--- src/hdl/rpe_pkg.sv ---
// rpe_pkg: shared types, register codes and helpers for the relative permeability unit
// used by rpe_sqrt_pipe and relative_permeability_eval_unit; no dependencies
`default_nettype none
package rpe_pkg;

   localparam int unsigned FRAC_BITS    = 15;
   localparam int unsigned RECIP_BITS   = 16;
   localparam logic [10:0] MAX_GRID     = 11'd1024;
   localparam logic [15:0] ONE_Q        = 16'h8000;
   localparam int unsigned SQRT_STAGES  = 4;
   localparam int unsigned SQRT_PER_STG = 4;
   localparam int unsigned SQRT_W       = 31;

   typedef enum logic [2:0] {
      CSR_MODEL_SELECT  = 3'd0,
      CSR_CONNATE_WATER = 3'd1,
      CSR_RESIDUAL_OIL  = 3'd2,
      CSR_CRITICAL_GAS  = 3'd3,
      CSR_RECIP_SPAN    = 3'd4,
      CSR_GRID_X        = 3'd5,
      CSR_GRID_Y        = 3'd6,
      CSR_GRID_Z        = 3'd7
   } csr_index_type;

   typedef enum logic [1:0] {
      MODEL_COREY = 2'd0,
      MODEL_NAAR  = 2'd1,
      MODEL_WYGAL = 2'd2
   } model_type;

   typedef struct packed {
      logic [9:0]  cell_x;
      logic [9:0]  cell_y;
      logic [9:0]  cell_z;
      logic        fluid_cell;
      logic [15:0] sat_water;
      logic [15:0] sat_oil;
      logic [15:0] sat_gas;
   } req_type;

   typedef struct packed {
      logic        updated;
      logic [15:0] perm_oil;
      logic [15:0] perm_water;
      logic [15:0] perm_gas;
      logic        gas_valid;
   } rsp_type;

   // control and finished results travelling down the pipeline
   typedef struct packed {
      logic        valid;
      logic        upd;
      logic [1:0]  model;
      logic        oil_cut;
      logic        gas_cut;
      logic [15:0] krw;
      logic [15:0] kro_corey;
      logic [15:0] kro_wygal;
      logic [15:0] krg;
   } ctl_type;

   typedef struct packed {
      logic [SQRT_W-1:0] rem;
      logic [SQRT_W-1:0] res;
   } sqrt_state_type;

   function automatic logic [15:0] sat_one(input logic [48:0] v);
      return (v > 49'(ONE_Q)) ? ONE_Q : v[15:0];
   endfunction

   function automatic logic on_edge(input logic [9:0] c, input logic [10:0] size);
      logic [10:0] sz;
      sz = (size > MAX_GRID) ? MAX_GRID : size;
      return (c == 10'd0) || (sz == 11'd0) || ((11'(c) + 11'd1) >= sz);
   endfunction

   // one digit of the restoring square root, step k of sixteen
   function automatic sqrt_state_type sqrt_step(input sqrt_state_type st,
                                                input int unsigned k);
      logic [SQRT_W-1:0] bitv;
      logic [SQRT_W-1:0] trial;
      sqrt_state_type    nx;
      bitv  = SQRT_W'(1) << (SQRT_W - 1 - 2 * k);
      trial = st.res + bitv;
      if (st.rem >= trial) begin
         nx.rem = st.rem - trial;
         nx.res = (st.res >> 1) + bitv;
      end else begin
         nx.rem = st.rem;
         nx.res = st.res >> 1;
      end
      return nx;
   endfunction

endpackage
`default_nettype wire

--- src/hdl/rpe_sqrt_pipe.sv ---
// rpe_sqrt_pipe: pipelined floor square root of b << 15, four digits per stage
// depends on rpe_pkg
`default_nettype none
module rpe_sqrt_pipe (
   input  wire logic        clock,
   input  wire logic [15:0] base,
   output logic      [15:0] root
);
   import rpe_pkg::*;

   sqrt_state_type stage_ff [SQRT_STAGES];
   sqrt_state_type stage_in [SQRT_STAGES];

   always_comb begin
      sqrt_state_type st;
      for (int s = 0; s < SQRT_STAGES; s++) begin
         if (s == 0) begin
            st.rem = SQRT_W'(base) << FRAC_BITS;
            st.res = '0;
         end else begin
            st = stage_ff[s-1];
         end
         for (int j = 0; j < SQRT_PER_STG; j++) begin
            st = sqrt_step(st, s * SQRT_PER_STG + j);
         end
         stage_in[s] = st;
      end
   end

   always_ff @(posedge clock) begin
      stage_ff <= stage_in;
   end

   assign root = stage_ff[SQRT_STAGES-1].res[15:0];

endmodule
`default_nettype wire

--- config.mk ---
export PLATFORM = sky130hd
export DESIGN_NAME = rpe_sqrt_pipe
export DESIGN_NICKNAME = d
export VERILOG_FILES = /design/src/hdl/rpe_pkg.sv /design/src/hdl/rpe_sqrt_pipe.sv
export SDC_FILE = /design/constraint.sdc
export NUM_CORES = 1
export LEC_CHECK = 0
export BUFFER_PORTS_ARGS = -buffer_cell sky130_fd_sc_hd__clkbuf_2
export CAP_MARGIN = 30
export CORE_ASPECT_RATIO = 1.5
export CORE_UTILIZATION = 59
export DETAILED_ROUTE_END_ITERATION = 8
export PLACE_DENSITY = 0.85
export SETUP_SLACK_MARGIN = 0.1
export SYNTH_ARGS = -nofsm -noshare
export SYNTH_HDL_FRONTEND = slang
export SYNTH_SLANG_ARGS = --single-unit
--- constraint.sdc ---
create_clock -name clock -period 9.3 [get_ports clock]
set_input_delay 0.93 -clock clock [delete_from_list [all_inputs] [get_ports clock]]
set_output_delay 0.93 -clock clock [all_outputs]
set_load 0.03 [all_outputs]
# Yosys cells after proc, flatten, opt, wreduce, memory -nomap -nowiden
# Index checks and enable logic that the tools add are counted.
[op_classes]
n_lt_le_gt_ge = 16
n_addsub = 45
muxes = 16
[ops]
columns = ["operator", "count"]
rows = [
  ["62-bit 2-to-1 mux", 15],
  ["31-bit greater-or-equal comparator", 15],
  ["31-bit subtractor", 14],
  ["30-bit by 11-bit adder with 31-bit output, second input constant", 1],
  ["30-bit by 13-bit adder with 31-bit output, second input constant", 1],
  ["30-bit by 15-bit adder with 31-bit output, second input constant", 1],
  ["30-bit by 17-bit adder with 31-bit output, second input constant", 1],
  ["30-bit by 19-bit adder with 31-bit output, second input constant", 1],
  ["30-bit by 21-bit adder with 31-bit output, second input constant", 1],
  ["30-bit by 23-bit adder with 31-bit output, second input constant", 1],
  ["30-bit by 25-bit adder with 31-bit output, second input constant", 1],
  ["30-bit by 27-bit adder with 31-bit output, second input constant", 1],
  ["30-bit by 29-bit adder with 31-bit output, second input constant", 1],
  ["30-bit by 3-bit adder with 31-bit output, second input constant", 1],
  ["30-bit by 5-bit adder with 31-bit output, second input constant", 1],
  ["30-bit by 7-bit adder with 31-bit output, second input constant", 1],
  ["30-bit by 9-bit adder with 31-bit output, second input constant", 1],
  ["31-bit by 1-bit adder with 31-bit output, second input constant", 1],
  ["31-bit by 11-bit adder with 31-bit output, second input constant", 1],
  ["31-bit by 13-bit adder with 31-bit output, second input constant", 1],
  ["31-bit by 15-bit adder with 31-bit output, second input constant", 1],
  ["31-bit by 17-bit adder with 31-bit output, second input constant", 1],
  ["31-bit by 19-bit adder with 31-bit output, second input constant", 1],
  ["31-bit by 21-bit adder with 31-bit output, second input constant", 1],
  ["12 further kinds", 12],
]
[word_totals]
output_inout_bits = 16
regBits = 202
wordCells = 87
in_bits = 17

# Longest topological paths before layout
[depth]
ltp_word = 12
ltp_mapped = 55
depth_no_buf = 50

# Least setup slack after synthesis
# Ideal clock, no wire load.
[synth_path]
path_type = "flip-flop to flip-flop"
startpoint = "reg stage_ff[118] (netlist name)"
endpoint = "reg stage_ff (netlist bit root[0])"
period_less_slack_ns = 9.909
path_slack_ns = -0.609
t_arrival_ns = 9.774
path_buffers = 6
stages_incl_launch_ff = 53
cell_sequence = "dfxtp_1 -> or4_1 -> or2_1 -> or4_4 -> or3_1 -> or2_1 -> buf_2 -> clkbuf_1 -> clkbuf_1 -> nand2_1 -> nand2_1 -> ha_1 -> a21oi_1 -> o21ai_0 -> o41a_1 -> nand4_1 -> a31oi_1 -> a21oi_1 -> (+17 left out) -> clkbuf_1 -> nor2_1 -> a21oi_1 -> ha_1 -> a21o_1 -> a21o_1 -> a21oi_1 -> nor2b_1 -> o21ai_0 -> nand2b_1 -> a21oi_1 -> nor2b_1 -> o21ai_0 -> nand2b_1 -> a211oi_1 -> nand4_1 -> nor4_1 -> nand4_1"
[synth_between]
elab_chain_cells = 11
elab_cells_between_ends = 17
[synth_lines]
columns = ["item", "line", "rtl"]
rows = [
  ["from (decl)", "rpe_sqrt_pipe.sv:11", "sqrt_state_type stage_ff [SQRT_STAGES];"],
  ["from (signal assigned)", "rpe_sqrt_pipe.sv:31", "stage_ff <= stage_in;"],
  ["31-bit greater-or-equal comparator", "rpe_pkg.sv:85", "if (st.rem >= trial) begin"],
  ["62-bit 2-to-1 mux (*)", "rpe_pkg.sv:85", ""],
  ["31-bit by 5-bit adder with 31-bit output", "rpe_pkg.sv:84", "trial = st.res + bitv;"],
  ["31-bit greater-or-equal comparator", "rpe_pkg.sv:85", ""],
  ["62-bit 2-to-1 mux (*)", "rpe_pkg.sv:85", ""],
  ["31-bit by 3-bit adder with 31-bit output", "rpe_pkg.sv:84", ""],
  ["31-bit greater-or-equal comparator", "rpe_pkg.sv:85", ""],
  ["62-bit 2-to-1 mux (*)", "rpe_pkg.sv:85", ""],
  ["31-bit by 1-bit adder with 31-bit output", "rpe_pkg.sv:84", ""],
  ["31-bit greater-or-equal comparator", "rpe_pkg.sv:85", ""],
  ["16-bit 2-to-1 mux (*)", "rpe_pkg.sv:85", ""],
]
# Every way passes the cells marked *; elsewhere a longest branch is shown, timed or not.
# A chain may end at the register's enable or synchronous reset.

# Worst setup path in the final report
[layout_path]
startpoint = "reg stage_ff[120] (netlist name)"
endpoint = "reg stage_ff (netlist bit root[0])"
# The elaborated chain is that of the path after synthesis.

==> flow_summary.toml <==
[status]
status = "finished clean"

[floorplan]
initial_utilization_pct = 60.0
fp.dieArea_um2 = 19400
die_y_um = 170
ios = 33
dieWidth_um = 114
row_count = 61
core_um2 = 18500

[logic_synthesis]
syn-cell-area_um2 = 11100
synth_cell_type_count = 95
synth_top_cell_by_area = "dfxtp_1"
yosys_warnings = 0
ys_seq_area_share_pct = 17.0
syn_nets = 1595
yosysMostFrequentCell = "ha_1"
syn_area_per_cell_um2 = 7.68
ys_top_cells_by_area = "dfxtp_1 17%, ha_1 15%, xnor2_1 6.3%"
async_flop_share_pct = 0
synthDominantCellAreaShare_pct = 17.0
synth_common_cells = "130 x ha_1, 121 x nand2_1, 115 x a21oi_1, 114 x nor2_1, 94 x dfxtp_1"
synth-seq-cells = 94
dominantRegCellSynth = "dfxtp_1"
synth-edff-count = 0
syn_inst = 1445

[final_layout]
design_area_um2 = 12500
num-fill-cells = 1521
fin_cells = 1783
drive_gt1_share_pct = 16.3
utilization_pct = 67.9
n_antenna_cell = 0
final_nets = 1676
syn2layout_area_growth_pct = 13.1
multi_input_area_um2 = 8880
seq_area_um2 = 1880

[worst_setup_path]
crit_type = "reg2reg"
cp-end-kind = "flip-flop"
critical_path_arrival_ns = 9.25
worst_path_max_delay_cell = "or4_4"
worst_path_largest_cell_delay_ns = 0.53
cp.required_ns = 9.54
cp_max_fo = 8
cp_common_cell = "a21oi_2"
cp-start-kind = "flip-flop"

[placement]
place_congestion = 0.941
dp.cells = 1752
placed_cell_area_um2 = 11900
hpwl_mm = 25.2
port_buffers = 32

[clocking]
cts.clk_slew.worst_paths_ns = 0.07
cts_buffers = 9
clockBufferDepth = 2
cts_hold_buffers = 0
cts.sinks = 94
clk_latency_ns = 0.36
tritoncts = "built"
root_buffer = "clkbuf_16"
htree_levels = 3

[detailed_routing]
initialDrtViolationCount = 682
wl_mm = 32.2
dr.pass1.iters = 7
vias = 11500
drcViolationCount = 0
via_per_inst = 6.42
wire_per_inst_um = 18.1
ant_nets = 0

[sta]
rsz0062_at_grt = "yes"
max_slew.worst_pin.slew_ns = 0.780
relSlewSlack_pct = 47.4
period_needed_ns = 9.02
setup_viol = 0
fin_crit_sh_pct = 97.0
clock_skew_ns = 0.0104
hold_violations = 0
slew_violations = 0
max_freq_mhz = 111
setup_tns_ns = 0

[global_routing]
grt_pass1_vias = 11400
grt_pass1_wl_mm = 50.8
antenna_found_initial = 0
grt_max_degree = 25
grt-ovfl-total = 0
grt_usage_pct = 32.5

[min_path]
min_path_type = "reg2reg"

[flow_run]
maxCapViolations = 0
-- stage by stage --
step,hold WS [ns],setup slack (ns)
after global placement,0.333,0.160
after CTS,0.350,0.134
after floorplan,0.331,0.103
after global routing,0.347,-0.134
after detailed placement,0.338,-0.0808
final,0.339,0.283
-- state kept, by name, summed over array words and instances, names as in the netlist --
name and count:
stage_ff 78, root 16
-- timing repair --
action | 4_1_cts | 5_1_grt
resized for setup | 5 | 53
buffers inserted | 0 | 14
gates cloned | 0 | 1
endpoints found under the setup margin | 1 | 39
pin swaps | 0 | 30
-- cell families (layout without fill, tap and decap cells) --
logic type	Yosys count	in the layout	synth area share (%)
fa+ha+maj	133	133	15.2
mux	33	33	3.35
simple gates	491	491	23.1
buf+inv	134	220	5.22
flops	94	94	17.0
xor+xnor	126	126	9.95
compound gates	434	434	26.2
-- path summary, 6_finish.rpt --
path | start | end | slack (ns) | cells after the start
max reg2reg | stage_ff[120]$_DFF_P_ | root[0]$_SDFF_PN0_ | 0.28 | 49
min reg2reg | stage_ff[213]$_DFF_P_ | stage_ff[147]$_DFF_P_ | 0.34 | 0
min | stage_ff[213]$_DFF_P_ | stage_ff[147]$_DFF_P_ | 0.34 | 0
max | stage_ff[120]$_DFF_P_ | root[0]$_SDFF_PN0_ | 0.28 | 49
-- cell usage in the layout, fill, tap and decap left out, types with 11 or more instances in the layout --
cell / instances
nor2b_1: 17
o31ai_1: 11
o21bai_1: 16
nand4_1: 22
a211oi_1: 13
xnor2_1: 80
clkbuf_2: 32
dfxtp_1: 92
inv_1: 81
a21o_1: 33
a31oi_1: 17
or3_1: 19
buf_4: 80
mux2_2: 20
ha_1: 127
nor4_1: 12
nor3_1: 41
o21a_1: 22
o21ai_0: 76
a21oi_1: 104
xor2_1: 46
nand2b_1: 22
nand2_1: 118
nor2_1: 113
a21oi_2: 13
o211ai_1: 16
nand3_1: 32
-- per-layer routing --
layer  GRT usage [%]  vias up  routed length, um
li1                -     5479                  -
met2            63.4      401              17200
met1            28.5     5377              10800
met5               0        -                  0
met4            27.1        0               2800
met3            4.84      195               1410
-- critical path: cells and delay by family (launching register included) --
kind            cells  cell delay, ns
simple gates       25            4.52
compound gates     19            2.85
buf+inv             2            0.35
flops               1            0.32
fa+ha+maj           3            0.86
-- area by class of cell --
type                    instances  area share, %
flip-flops and latches         94           15.0
repair buffers                118           6.79
clock buffers                  10           1.83
inverters                      86           2.59
clock inverters                 6          0.409
well taps                     252           2.51
multi-input cells            1217           70.8
Power is left out: the tool's default activity adds up to more than one toggle a clock period on the data nets, which glitch-free logic cannot reach.
